<file path="src/rtl/core/gdad_pkg.sv">
// ----------------------------------------------------------------------------
// gdad_pkg: shared types and constants for the Gregorian date adder
// Widths, month tables, leap test, sequencer states and the control
// and status bundles passed between the sequencer and the datapath.
// ----------------------------------------------------------------------------
package gdad_pkg;

  // Field widths
  localparam int OFFSET_WIDTH = 16;
  localparam int YEAR_W       = 14;
  localparam int MONTH_W      = 4;
  localparam int DAY_W        = 5;

  // Shared adder width: holds day plus offset, and the biased start year
  localparam int ALU_W = (OFFSET_WIDTH + 1 > 16) ? OFFSET_WIDTH + 1 : 16;

  // Biased year register: wide enough for the start span plus the offset span
  localparam int YB_SPAN = (OFFSET_WIDTH - 9 > 15) ? OFFSET_WIDTH - 9 : 15;
  localparam int YB_W    = YB_SPAN + 2;

  // Reduction register for the start year (biased year < 2^15)
  localparam int RED_W = 15;
  // Year position inside the 400-year cycle
  localparam int R4_W  = 9;

  localparam int YEAR_BIAS  = 400;
  localparam int YEAR_CYCLE = 400;
  localparam int YB_LO      = YEAR_BIAS + 1;
  localparam int YB_HI      = YEAR_BIAS + 9999;

  // Reduction steps: subtract 400 << k for k = MOD_TOP down to 0
  localparam int K_W = 3;
  localparam logic [K_W-1:0] MOD_TOP = K_W'(5);

  localparam logic [MONTH_W-1:0] MONTH_JAN = MONTH_W'(1);
  localparam logic [MONTH_W-1:0] MONTH_DEC = MONTH_W'(12);
  localparam logic [DAY_W-1:0]   DEC_LEN   = DAY_W'(31);

  // Month lengths, padded to the full month code range
  localparam logic [DAY_W-1:0] LEN_LEAP [16] = '{
    5'd0, 5'd31, 5'd29, 5'd31, 5'd30, 5'd31, 5'd30, 5'd31,
    5'd31, 5'd30, 5'd31, 5'd30, 5'd31, 5'd0, 5'd0, 5'd0
  };
  localparam logic [DAY_W-1:0] LEN_COMMON [16] = '{
    5'd0, 5'd31, 5'd28, 5'd31, 5'd30, 5'd31, 5'd30, 5'd31,
    5'd31, 5'd30, 5'd31, 5'd30, 5'd31, 5'd0, 5'd0, 5'd0
  };

  typedef enum logic [1:0] {
    ST_IDLE,
    ST_MOD,
    ST_WALK,
    ST_DONE
  } state_e;

  typedef enum logic {
    ALU_ADD,
    ALU_SUB
  } alu_op_e;

  // Sequencer to datapath
  typedef struct packed {
    logic           load;
    logic           mod_step;
    logic [K_W-1:0] k;
    logic           walk;
    logic           out_load;
  } ctrl_t;

  // Datapath to sequencer
  typedef struct packed {
    logic walk_done;
    logic out_free;
  } status_t;

  // Leap test on the year position inside the 400-year cycle
  function automatic logic is_leap(logic [R4_W-1:0] r);
    return (r[1:0] == 2'b00) && (r != R4_W'(100)) && (r != R4_W'(200)) &&
           (r != R4_W'(300));
  endfunction

  function automatic logic [DAY_W-1:0] month_len(logic leap, logic [MONTH_W-1:0] m);
    return leap ? LEN_LEAP[m] : LEN_COMMON[m];
  endfunction

endpackage

</file>
<file path="src/rtl/core/gdad_alu.sv">
// ----------------------------------------------------------------------------
// gdad_alu: shared add/subtract unit
// Serves the offset load, the mod-400 reduction and every month step.
// ----------------------------------------------------------------------------
module gdad_alu (
  input  logic signed [gdad_pkg::ALU_W-1:0] a_i,
  input  logic signed [gdad_pkg::ALU_W-1:0] b_i,
  input  gdad_pkg::alu_op_e                 op_i,
  output logic signed [gdad_pkg::ALU_W-1:0] sum_o
);
  import gdad_pkg::*;

  // Add or subtract the operand
  always_comb begin
    unique case (op_i)
      ALU_ADD: sum_o = a_i + b_i;
      ALU_SUB: sum_o = a_i - b_i;
      default: sum_o = a_i + b_i;
    endcase
  end

endmodule

</file>
<file path="src/rtl/core/gdad_ctrl.sv">
// ----------------------------------------------------------------------------
// gdad_ctrl: sequencer for the date adder
// Steps load, mod-400 reduction, month walk and result hand-off.
// ----------------------------------------------------------------------------
module gdad_ctrl (
  input  logic              clk_i,
  input  logic              rst_ni,
  input  logic              in_valid_i,
  input  gdad_pkg::status_t status_i,
  output gdad_pkg::ctrl_t   ctrl_o,
  output logic              busy_o
);
  import gdad_pkg::*;

  state_e         state_q, state_d;
  logic [K_W-1:0] k_q, k_d;

  // Hold state and reduction step
  always_ff @(posedge clk_i or negedge rst_ni) begin
    if (!rst_ni) begin
      state_q <= ST_IDLE;
      k_q     <= '0;
    end else begin
      state_q <= state_d;
      k_q     <= k_d;
    end
  end

  // Next state
  always_comb begin
    state_d = state_q;
    k_d     = k_q;
    unique case (state_q)
      ST_IDLE: begin
        if (in_valid_i) begin
          state_d = ST_MOD;
          k_d     = MOD_TOP;
        end
      end
      ST_MOD: begin
        if (k_q == '0) begin
          state_d = ST_WALK;
        end else begin
          k_d = k_q - K_W'(1);
        end
      end
      ST_WALK: begin
        if (status_i.walk_done) begin
          state_d = ST_DONE;
        end
      end
      ST_DONE: begin
        if (status_i.out_free) begin
          state_d = ST_IDLE;
        end
      end
      default: state_d = ST_IDLE;
    endcase
  end

  // Outputs
  always_comb begin
    ctrl_o          = '0;
    ctrl_o.k        = k_q;
    busy_o          = 1'b1;
    unique case (state_q)
      ST_IDLE: begin
        busy_o      = 1'b0;
        ctrl_o.load = in_valid_i;
      end
      ST_MOD:  ctrl_o.mod_step = 1'b1;
      ST_WALK: ctrl_o.walk     = 1'b1;
      ST_DONE: ctrl_o.out_load = status_i.out_free;
      default: busy_o          = 1'b1;
    endcase
  end

endmodule

</file>
<file path="src/rtl/core/gregorian_date_add_days_core.sv">
// ----------------------------------------------------------------------------
// gregorian_date_add_days_core: add a signed day count to a Gregorian date
// Walks month by month from the start date using one shared adder.
//
//   channel | handshake               | payload
//   --------+-------------------------+----------------------------------------
//   in      | in_valid_i / in_stall_o | start_year, start_month, start_day,
//           |                         | day_offset
//   out     | out_valid_o/out_stall_i | result_year, result_month, result_day,
//           |                         | out_of_range
//
// An item passes through one load, six mod-400 steps on the start year, one
// adder pass per month boundary crossed plus a final check, and one output
// load. The month walk runs on the single shared adder; a 16-bit offset
// crosses up to about 1080 months.
// in_stall_o is high from acceptance until the result enters the output
// register. The output register holds a beat while out_stall_i is high; the
// next item may be accepted while it waits. Reset clears the sequencer and
// the output valid.
// ----------------------------------------------------------------------------
module gregorian_date_add_days_core (
  input  logic                                     clk_i,
  input  logic                                     rst_ni,
  input  logic                                     in_valid_i,
  output logic                                     in_stall_o,
  input  logic [gdad_pkg::YEAR_W-1:0]              start_year_i,
  input  logic [gdad_pkg::MONTH_W-1:0]             start_month_i,
  input  logic [gdad_pkg::DAY_W-1:0]               start_day_i,
  input  logic signed [gdad_pkg::OFFSET_WIDTH-1:0] day_offset_i,
  output logic                                     out_valid_o,
  input  logic                                     out_stall_i,
  output logic [gdad_pkg::YEAR_W-1:0]              result_year_o,
  output logic [gdad_pkg::MONTH_W-1:0]             result_month_o,
  output logic [gdad_pkg::DAY_W-1:0]               result_day_o,
  output logic                                     out_of_range_o
);
  import gdad_pkg::*;

  ctrl_t   ctrl;
  status_t status;
  logic    busy;

  logic signed [ALU_W-1:0] alu_a, alu_b, alu_sum;
  alu_op_e                 alu_op;

  logic signed [YB_W-1:0]  yb_q, yb_d;
  logic [RED_W-1:0]        r_q, r_d;
  logic signed [ALU_W-1:0] t_q, t_d;
  logic [MONTH_W-1:0]      m_q, m_d;

  logic                    out_valid_q, out_valid_d;
  logic [YEAR_W-1:0]       res_year_q, res_year_d;
  logic [MONTH_W-1:0]      res_month_q, res_month_d;
  logic [DAY_W-1:0]        res_day_q, res_day_d;
  logic                    res_oor_q, res_oor_d;

  logic [R4_W-1:0]  r400;
  logic             leap;
  logic [DAY_W-1:0] len_cur, len_prev;
  logic             t_neg, sum_neg, in_range;

  gdad_ctrl u_ctrl (
    .clk_i      (clk_i),
    .rst_ni     (rst_ni),
    .in_valid_i (in_valid_i),
    .status_i   (status),
    .ctrl_o     (ctrl),
    .busy_o     (busy)
  );

  gdad_alu u_alu (
    .a_i   (alu_a),
    .b_i   (alu_b),
    .op_i  (alu_op),
    .sum_o (alu_sum)
  );

  // Month lengths around the current position
  assign r400     = r_q[R4_W-1:0];
  assign leap     = is_leap(r400);
  assign len_cur  = month_len(leap, m_q);
  assign len_prev = (m_q == MONTH_JAN) ? DEC_LEN : month_len(leap, m_q - MONTH_W'(1));
  assign t_neg    = t_q[ALU_W-1];
  assign sum_neg  = alu_sum[ALU_W-1];
  assign in_range = (yb_q >= YB_W'(YB_LO)) && (yb_q <= YB_W'(YB_HI));

  assign status.walk_done = !t_neg && sum_neg;
  assign status.out_free  = !out_valid_q || !out_stall_i;

  // Select adder operands
  always_comb begin
    alu_a  = '0;
    alu_b  = '0;
    alu_op = ALU_ADD;
    if (ctrl.load) begin
      alu_a  = ALU_W'(day_offset_i);
      alu_b  = ALU_W'(start_day_i) - ALU_W'(1);
    end else if (ctrl.mod_step) begin
      alu_a  = ALU_W'(r_q);
      alu_b  = ALU_W'(YEAR_CYCLE) << ctrl.k;
      alu_op = ALU_SUB;
    end else if (ctrl.walk) begin
      alu_a = t_q;
      if (t_neg) begin
        alu_b = ALU_W'(len_prev);
      end else begin
        alu_b  = ALU_W'(len_cur);
        alu_op = ALU_SUB;
      end
    end
  end

  // Load, reduce and walk
  always_comb begin
    yb_d = yb_q;
    r_d  = r_q;
    t_d  = t_q;
    m_d  = m_q;
    if (ctrl.load) begin
      t_d = alu_sum;
      // Normalize month into 1..12 with a biased year
      priority if (start_month_i == '0) begin
        yb_d = YB_W'(start_year_i) + YB_W'(YEAR_BIAS) - YB_W'(1);
        m_d  = MONTH_DEC;
      end else if (start_month_i > MONTH_DEC) begin
        yb_d = YB_W'(start_year_i) + YB_W'(YEAR_BIAS) + YB_W'(1);
        m_d  = start_month_i - MONTH_DEC;
      end else begin
        yb_d = YB_W'(start_year_i) + YB_W'(YEAR_BIAS);
        m_d  = start_month_i;
      end
      r_d = RED_W'(yb_d);
    end else if (ctrl.mod_step) begin
      if (!sum_neg) begin
        r_d = RED_W'(alu_sum);
      end
    end else if (ctrl.walk) begin
      if (t_neg) begin
        // Step back one month
        t_d = alu_sum;
        if (m_q == MONTH_JAN) begin
          m_d  = MONTH_DEC;
          yb_d = yb_q - YB_W'(1);
          r_d  = (r400 == '0) ? RED_W'(YEAR_CYCLE - 1) : RED_W'(r400 - R4_W'(1));
        end else begin
          m_d = m_q - MONTH_W'(1);
        end
      end else if (!sum_neg) begin
        // Step forward one month
        t_d = alu_sum;
        if (m_q == MONTH_DEC) begin
          m_d  = MONTH_JAN;
          yb_d = yb_q + YB_W'(1);
          r_d  = (r400 == R4_W'(YEAR_CYCLE - 1)) ? '0 : RED_W'(r400 + R4_W'(1));
        end else begin
          m_d = m_q + MONTH_W'(1);
        end
      end
    end
  end

  // Hold the working registers
  always_ff @(posedge clk_i) begin
    yb_q <= yb_d;
    r_q  <= r_d;
    t_q  <= t_d;
    m_q  <= m_d;
  end

  // Build the result beat
  always_comb begin
    out_valid_d = out_valid_q;
    res_year_d  = res_year_q;
    res_month_d = res_month_q;
    res_day_d   = res_day_q;
    res_oor_d   = res_oor_q;
    if (ctrl.out_load) begin
      out_valid_d = 1'b1;
      res_oor_d   = !in_range;
      if (in_range) begin
        res_year_d  = YEAR_W'(yb_q - YB_W'(YEAR_BIAS));
        res_month_d = m_q;
        res_day_d   = DAY_W'(t_q) + DAY_W'(1);
      end else begin
        res_year_d  = '0;
        res_month_d = '0;
        res_day_d   = '0;
      end
    end else if (!out_stall_i) begin
      out_valid_d = 1'b0;
    end
  end

  always_ff @(posedge clk_i or negedge rst_ni) begin
    if (!rst_ni) begin
      out_valid_q <= 1'b0;
    end else begin
      out_valid_q <= out_valid_d;
    end
  end

  always_ff @(posedge clk_i) begin
    res_year_q  <= res_year_d;
    res_month_q <= res_month_d;
    res_day_q   <= res_day_d;
    res_oor_q   <= res_oor_d;
  end

  assign in_stall_o     = busy;
  assign out_valid_o    = out_valid_q;
  assign result_year_o  = res_year_q;
  assign result_month_o = res_month_q;
  assign result_day_o   = res_day_q;
  assign out_of_range_o = res_oor_q;

  // Checks
  a_busy_after_accept: assert property (@(posedge clk_i) disable iff (!rst_ni)
    in_valid_i && !in_stall_o |=> in_stall_o)
    else $error("block not busy after accepting an item");

  a_month_normalized: assert property (@(posedge clk_i) disable iff (!rst_ni)
    in_stall_o |-> (m_q >= MONTH_JAN) && (m_q <= MONTH_DEC))
    else $error("working month left 1..12");

  a_cycle_position: assert property (@(posedge clk_i) disable iff (!rst_ni)
    ctrl.walk |-> (r_q < RED_W'(YEAR_CYCLE)))
    else $error("year cycle position not reduced below 400");

  a_oor_zero: assert property (@(posedge clk_i) disable iff (!rst_ni)
    out_valid_o && out_of_range_o |->
      (result_year_o == '0) && (result_month_o == '0) && (result_day_o == '0))
    else $error("out-of-range beat carries a date");

  a_valid_date: assert property (@(posedge clk_i) disable iff (!rst_ni)
    out_valid_o && !out_of_range_o |->
      (result_year_o != '0) && (result_month_o != '0) &&
      (result_month_o <= MONTH_DEC) && (result_day_o != '0))
    else $error("in-range beat carries a malformed date");

endmodule
</file>
<file path="config.mk">
export PLATFORM = sky130hd
export DESIGN_NAME = gregorian_date_add_days_core
export DESIGN_NICKNAME = d
export VERILOG_FILES = /design/src/rtl/core/gdad_pkg.sv /design/src/rtl/core/gdad_alu.sv /design/src/rtl/core/gdad_ctrl.sv /design/src/rtl/core/gregorian_date_add_days_core.sv
export SDC_FILE = /design/constraint.sdc
export NUM_CORES = 1
export LEC_CHECK = 0
export BUFFER_PORTS_ARGS = -buffer_cell sky130_fd_sc_hd__buf_4
export CAP_MARGIN = 5
export CELL_PAD_IN_SITES_DETAIL_PLACEMENT = 0
export CELL_PAD_IN_SITES_GLOBAL_PLACEMENT = 1
export CORE_UTILIZATION = 32
export DETAILED_ROUTE_END_ITERATION = 16
export PLACE_DENSITY_LB_ADDON = 0.1
export SYNTH_ARGS = -nofsm -noshare
export SYNTH_HDL_FRONTEND = slang
export SYNTH_SLANG_ARGS = --single-unit
</file>
<file path="constraint.sdc">
create_clock -name clk_i -period 15.91 [get_ports clk_i]
set_input_delay 3.182 -clock clk_i [delete_from_list [all_inputs] [get_ports clk_i]]
set_output_delay 3.182 -clock clk_i [all_outputs]
set_load 0.005 [all_outputs]
</file>
==> flow_summary.yaml, run 1 <==
run_status:
  outcome: "finished, violations left"
  violations: "design-rule violations"
min_path:
  min_from: "out_valid_o$_DFFE_PN0P_"
  hold_path_class: "flip-flop to flip-flop"
  hold-path-cell-count: 1
  min_to: "out_valid_o$_DFFE_PN0P_"
setup_path:
  r2r_cells: 22
  path_cells: "buf_4 -> and2_2 -> buf_4 -> nor2_1 -> and2_1 -> nand3_1 -> a31oi_1 -> a22oi_1 -> o22ai_1 -> inv_1 -> ha_1 -> a31oi_1 -> xor2_1 -> ha_1 -> and2_1 -> o21a_1 -> a311oi_1 -> a21oi_1 -> a21oi_1 -> o21ai_2 -> xnor2_2 -> a21boi_2 -> buf_4"
  critPathCaptureType: "flip-flop"
  start_kind: "input pin"
  cp_max_fo: 62
  critPathRequiredTime_ps: 15960
  rrSetupSlack_ps: 9640
  crit_start: "in_valid_i"
  crit_slowest_cell: "a311oi_1"
  path_class: "input pin to flip-flop"
  r2r_start: "m_q[0]$_DFFE_PP_"
  worstPathArrival_ps: 8510
  worstReg2RegEnd: "t_q[8]$_DFFE_PP_"
  cpMostUsedCell: "buf_4"
  cpPeakStageDelay_ps: 390
clocking:
  holdBufCountCts: 0
  clk_path_buf_depth: 2
  clk_pin_slew_ps: 70
  cts_buffers: 9
  cts_setup_buffers: 0
  cts_tree: "yes"
  post_cts_resized: 0
  clock_latency_ps: 360
  cts_sinks: 83
  cts-root-buf: "clkbuf_16"
  cts_max_level: 3
synthesis:
  synth.most_common_cell: "nor2_1"
  ys_seq_elements: 83
  synth.top_cells.by_count: "108 x nor2_1, 77 x edfxtp_1, 76 x nand2_1"
  syn_avg_cell_area_sq_um: 8.56
  seq_area_frac_synth: 0.334
  synthCells: 861
  synth-main-ff-cell: "edfxtp_1"
  synth_area_leaders: "edfxtp_1 31%, ha_1 10%, nor2_1 5.5%"
  synth_area_leader_cell: "edfxtp_1"
  ys_warn_count: 0
  synth_edf_count: 77
  synth.top_cell.area_share: 0.314
  synth_fp_nets: 966
  netlist_area_sq_mm: 0.00737
  synth.distinct_cells: 71
  synth_async_sr_flop_share: 0.0723
global_routing:
  antenna_found_initial: 0
  grt_start_max_net_pins: 63
  overflow: 0
  grt_usage: 0.195
  grt_pass1_wl_mm: 35.8
  grt_pass1_vias: 6438
route:
  wl_per_cell_microns: 18.9
  routed_wl_mm: 22.7
  drtIter0Drc: 505
  firstDrtPassIters: 11
  route.detailed.drc: 2
  via_count: 6597
  viasPerCell: 5.50
  ant_nets: 0
floorplan:
  die_area_sq_mm: 0.0236
  initial_core_util: 0.325
  die_x_microns: 154
  core_sq_mm: 0.0226
  dieHeight_microns: 154
  rows: 55
  design.portCount: 69
timing:
  period_share: 0.532
  setup_viol: 0
  slew_headroom: 0.436
  finalClockSkew_ps: 10.3
  maxSlewViolCount: 0
  setup_tns_ps: 0
  worst_pin_slew_ps: 844
  rsz0062_at_grt: "no"
  final-hold-violation-count: 0
  fin_crit_ps: 8460
  max_freq_ghz: 0.118
flow_run:
  drv_cap: 0
placement:
  dp_hpwl_mm: 17.4
  place.port_buffers: 68
  gp_congestion: 0.864
finish:
  antenna_cells: 0
  drive_above_1_share: 0.124
  nets: 1014
  syn_to_final_growth_pct: 15.1
==> kinds of logic after synthesis <==
group	count (synthesis)	synth area share
xor+xnor	72	0.0876
simple gates	315	0.199
mux	7	0.00985
compound gates	243	0.221
flops	83	0.334
buf+inv	79	0.0416
fa+ha+maj	62	0.107
==> worst max-delay path: cells and delay by family <==
kind | cells | cell delay, ps
fa+ha+maj | 2 | 540
simple gates | 5 | 1170
buf+inv | 4 | 820
xor+xnor | 2 | 420
compound gates | 10 | 2330
==> stage by stage <==
| step | cells | utilization | area, sq um | hold WS, ps | setup WS, ps |
|---|---|---|---|---|---|
| final | 1199 | 0.375 | 8480 | 573 | 7450 |
| after global routing | 1199 | 0.375 | 8480 | 612 | 7070 |
| after CTS | 1199 | 0.375 | 8480 | 571 | 7510 |
| after detailed placement | 1183 | 0.360 | 8150 | 555 | 7160 |
| after global placement | 1183 | 0.360 | 8150 | 529 | 7330 |
| after floorplan | 861 | - | 7370 | 511 | 7690 |
==> sequential cells by signal (all words and copies together) (netlist names) <==
| register | cells |
|---|---|
| m_q | 4 |
| r_q | 15 |
| yb_q | 17 |
| out_of_range_o | 1 |
| u_ctrl.k_q | 3 |
| result_day_o | 5 |
| result_year_o | 14 |
| t_q | 17 |
| u_ctrl.state_q | 2 |
| out_valid_o | 1 |
| result_month_o | 4 |
==> worst max path at each step <==
stage,to,slack (ps)
final,t_q[8]$_DFFE_PP_,7450
after global routing,t_q[8]$_DFFE_PP_,7070
after CTS,t_q[8]$_DFFE_PP_,7510
after detailed placement,t_q[11]$_DFFE_PP_,7160
after global placement,t_q[10]$_DFFE_PP_,7330
after floorplan,m_q[0]$_DFFE_PP_,7690
==> placed cells by master, fill, tap and decap left out, types with 12 or more instances in the layout <==
master	count
o21ai_0	44
edfxtp_1	77
a221oi_1	14
nand2_1	76
buf_4	77
nor3_1	28
nand3_1	32
xor2_1	30
ha_1	60
a21oi_1	60
a31oi_1	20
a211oi_1	12
a21o_1	12
nor2_1	108
xnor2_1	40
inv_1	35
==> layer usage <==
| metal | track usage | wire length, microns | up-vias |
|---|---|---|---|
| met5 | 0 | 0 | - |
| met4 | 0.0586 | 421 | 0 |
| met3 | 0.0240 | 860 | 18 |
| met2 | 0.307 | 10200 | 154 |
| met1 | 0.277 | 11300 | 3162 |
| li1 | - | - | 3263 |
==> layout make-up <==
class	instances	area (sq um)
inverter	39	146
timing repair buffer	77	578
multi-input combinational	699	4610
tap	285	357
clock buffer	9	225
sequential	83	2460
fill	2328	14200
clock inverter	7	104
Power of run 1 is not shown: default switching activity piles up to over one toggle a cycle in this logic, so the estimate is an artifact.
==> inputs of run 2 (changes only) <==
Clock period 15.91 ns to 7.5 ns, I/O delays scaled along.
==> flow_summary.yaml, run 2 (synthesis gave the netlist of run 1 again) <==
run_status:
  outcome: "finished, violations left"
  violations: "design-rule violations"
placement:
  dp_hpwl_mm: 16.7
  gp_congestion: 0.823
  dpl-instance-area_sq_mm: 0.00815
  place.port_buffers: 68
  post-place-ws_ps: 786
clocking:
  post_cts_resized: 0
  cts_buffers: 9
  clk_pin_slew_ps: 70
  holdBufCountCts: 0
  cts_tree: "yes"
  cts-root-buf: "clkbuf_16"
  cts_sinks: 83
  clock_latency_ps: 350
  cts_setup_buffers: 0
  cts_max_level: 3
  clk_path_buf_depth: 2
route:
  firstDrtPassIters: 11
  via_count: 6563
  routed_wl_mm: 21.8
  drtIter0Drc: 365
  ant_nets: 0
  viasPerCell: 5.47
  route.detailed.drc: 2
  wl_per_cell_microns: 18.2
timing:
  fin_ws_ps: 1150
  finalClockSkew_ps: 11.3
  slew_headroom: 0.452
  period_share: 0.847
  max_freq_ghz: 0.157
  hold_ws_ps: 553
  setup_tns_ps: 0
  worst_pin_slew_ps: 821
  final-hold-violation-count: 0
  fin_crit_ps: 6350
  rsz0062_at_grt: "no"
  setup_viol: 0
  maxSlewViolCount: 0
global_routing:
  grt_usage: 0.186
  antenna_found_initial: 0
  overflow: 0
  grt_pass1_wl_mm: 34.5
  grt_pass1_vias: 6193
  grt_start_max_net_pins: 62
floorplan:
  core_sq_mm: 0.0226
  die_area_sq_mm: 0.0236
  dieHeight_microns: 154
  initial_core_util: 0.325
  die_x_microns: 154
  rows: 55
  design.portCount: 69
finish:
  syn_to_final_growth_pct: 14.8
  antenna_cells: 0
  final_cell_area_sq_mm: 0.00846
  nets: 1014
  drive_above_1_share: 0.125
  reg_top3: "t_q (17), yb_q (17), r_q (15)"
  mostFrequentLayoutCells: "108 x nor2_1, 77 x buf_4, 77 x edfxtp_1"
  final_common_cell: "nor2_1"
setup_path:
  critPathCaptureType: "flip-flop"
  r2r_cells: 22
  start_kind: "input pin"
  worstPathArrival_ps: 6380
  cp_max_fo: 16
  path_class: "input pin to flip-flop"
  critPathRequiredTime_ps: 7530
min_path:
  hold_path_class: "flip-flop to flip-flop"
  hold-path-cell-count: 1
flow_run:
  drv_cap: 0
## run 2: cell count changes in the layout (fill, tap and decap cells not counted), sizes merged
cell / previous run / this run
clkinvlp: 0 / 2
inv: 41 / 40
bufinv: 2 / 1
## run 2: worst max-delay path: stages
cell and delay, ps:
buf_4 110, and2_2 180, nor2_1 320, and2_1 340, nand3_1 110, a31oi_1 150
a22oi_1 100, o22ai_1 340, inv_1 90, ha_1 220, a31oi_1 170, xor2_1 180
ha_1 300, and2_1 200, o21a_1 160, a311oi_1 360, a21oi_1 210, a21oi_1 330
o21ai_2 130, xnor2_2 220, a21boi_2 310, buf_4 320
## run 2: path summary, 6_finish.rpt
check | slack (ps) | startpoint | endpoint
worst max-delay path | 1150 | in_valid_i | t_q[13]$_DFFE_PP_
worst min-delay path | 550 | out_valid_o$_DFFE_PN0P_ | out_valid_o$_DFFE_PN0P_
worst max register to register | 1290 | m_q[0]$_DFFE_PP_ | t_q[13]$_DFFE_PP_
worst min register to register | 550 | out_valid_o$_DFFE_PN0P_ | out_valid_o$_DFFE_PN0P_
max in group asynchronous | 6430 | rst_ni | u_ctrl.k_q[0]$_DFFE_PN0P_
min in group asynchronous | 950 | rst_ni | out_valid_o$_DFFE_PN0P_
## run 2: metrics by stage
| step | instances | util |
|---|---|---|
| after floorplan | 861 | - |
| after global placement | 1183 | 0.360 |
| after detailed placement | 1183 | 0.360 |
| after CTS | 1199 | 0.374 |
| after global routing | 1199 | 0.374 |
| final | 1199 | 0.374 |
## run 2: cell type report
type / count / area [sq um]
fillers: 2318 / 14200
repair buffers: 77 / 578
clock inverters: 7 / 82.6
flip-flops and latches: 83 / 2460
inverters: 39 / 146
clock buffers: 9 / 225
multi-input cells: 699 / 4610
well taps: 285 / 357
## run 2: layer usage
| layer | track usage | wire length [microns] | vias up | share of wire |
|---|---|---|---|---|
| met2 | 0.293 | 9930 | 153 | 0.46 |
| li1 | - | - | 3276 | - |
| met4 | 0.0424 | 224 | 0 | 0.010 |
| met5 | 0 | 0 | - | 0 |
| met3 | 0.0313 | 975 | 16 | 0.045 |
| met1 | 0.265 | 10700 | 3118 | 0.49 |
Power of run 2 is left out for the same reason.
==> inputs of run 3 (changes only) <==
Clock period 7.5 ns to 5.2 ns, I/O delays scaled along.
==> flow_summary.yaml, run 3 (synthesis gave the netlist of run 1 again) <==
timing:
  finalClockSkew_ps: 13.3
  period_share: 0.944
  worst_pin_slew_ps: 1140
  setup_tns_ps: 0
  final-hold-violation-count: 0
  fin_crit_ps: 4910
  rsz0062_at_grt: "no"
  max_freq_ghz: 0.204
  maxSlewViolCount: 0
  setup_viol: 0
  slew_headroom: 0.237
floorplan:
  dieHeight_microns: 154
  rows: 55
  core_sq_mm: 0.0226
  design.portCount: 69
  initial_core_util: 0.325
  die_area_sq_mm: 0.0236
  die_x_microns: 154
flow_run:
  drv_cap: 0
clocking:
  clock_latency_ps: 350
  cts_setup_buffers: 0
  cts_buffers: 9
  cts_tree: "yes"
  cts_sinks: 83
  cts-root-buf: "clkbuf_16"
  clk_path_buf_depth: 2
  cts_max_level: 3
  clk_pin_slew_ps: 70
setup_path:
  critPathRequiredTime_ps: 5260
  path_class: "flip-flop to flip-flop"
  crit_end: "t_q[11]$_DFFE_PP_"
  rrSetupSlack_ps: 290
  critPathCaptureType: "flip-flop"
  r2r_start: "m_q[2]$_DFFE_PP_"
  start_kind: "flip-flop"
  cp_max_fo: 16
  crit_start: "m_q[2]$_DFFE_PP_"
  r2r_cells: 23
  worstPathArrival_ps: 4970
  worstReg2RegEnd: "t_q[11]$_DFFE_PP_"
finish:
  multiInputGateArea_sq_mm: 0.00467
  fillers: 2315
  syn_to_final_growth_pct: 20.3
  final_common_cell: "buf_4"
  mostFrequentLayoutCells: "112 x buf_4, 107 x nor2_1, 77 x edfxtp_1"
  nets: 1052
  drive_above_1_share: 0.169
  regArea_sq_mm: 0.00246
  antenna_cells: 0
  reg_top3: "t_q (17), yb_q (17), r_q (15)"
run_status:
  outcome: "completed"
route:
  wl_per_cell_microns: 18.1
  via_count: 6709
  ant_nets: 0
  viasPerCell: 5.42
  firstDrtPassIters: 4
  route.detailed.drc: 0
  routed_wl_mm: 22.4
  drtIter0Drc: 381
min_path:
  hold_path_class: "input pin to async pin"
global_routing:
  grt_start_max_net_pins: 39
  overflow: 0
  grt_pass1_wl_mm: 35.5
  grt_pass1_vias: 6597
  grt_usage: 0.192
  antenna_found_initial: 0
placement:
  dp_hpwl_mm: 17.6
  place.port_buffers: 68
  gp_congestion: 0.879
==> run 3: per-layer routing <==
metal  vias to the layer above  global-route usage  share of wire
li1                       3355                   -              -
met1                      3163               0.274           0.50
met2                       158               0.299           0.44
met3                        33              0.0231          0.037
met4                         0              0.0633          0.022
met5                         -                   0              0
==> run 3: timing repair <==
action | CTS | global route
setup endpoints to repair | 0 | 55
hold buffers | 0 | 0
gates resized for setup | 0 | 2
==> run 3: stage by stage <==
stage	worst slack, ps	hold slack, ps	instance area [sq um]	util	cells
floorplan	26.2	511	7430	-	861
CTS	202	475	8860	0.391	1237
global placement	80.2	534	8530	0.377	1221
detailed placement	5.82	544	8530	0.377	1221
global route	27.4	479	8870	0.392	1237
finish	291	483	8870	0.392	1237
==> run 3: final cells by class <==
cell class,instances,share of cell area
repair buffers,115,0.102
clock inverters,7,0.0119
inverters,39,0.0165
well taps,285,0.0402
multi-input cells,699,0.527
flip-flops and latches,83,0.278
clock buffers,9,0.0254
==> run 3: critical path, stage by stage, from the launching register on <==
cell	delay [ps]
edfxtp_1	460
buf_4	210
or4_4	570
a21oi_1	140
o21ai_0	130
nand4_1	140
a22oi_1	80
o22ai_2	150
inv_1	70
ha_1	200
and4_1	180
a31oi_1	170
buf_4	150
o21ai_1	70
ha_1	300
or2_2	310
a21oi_1	180
a21oi_2	60
a21oi_2	220
o21ai_2	110
xnor2_2	180
buf_4	180
a21boi_4	160
buf_12	180
==> run 3: how the worst min path moves through the flow <==
stage / start / endpoint / slack, ps
floorplan: out_valid_o$_DFFE_PN0P_ / out_valid_o$_DFFE_PN0P_ / 510
global placement: out_valid_o$_DFFE_PN0P_ / out_valid_o$_DFFE_PN0P_ / 530
detailed placement: out_valid_o$_DFFE_PN0P_ / out_valid_o$_DFFE_PN0P_ / 540
CTS: rst_ni / u_ctrl.k_q[1]$_DFFE_PN0P_ / 470
global route: rst_ni / u_ctrl.k_q[2]$_DFFE_PN0P_ / 480
finish: rst_ni / u_ctrl.k_q[1]$_DFFE_PN0P_ / 480
Power of run 3 is left out for the same reason.
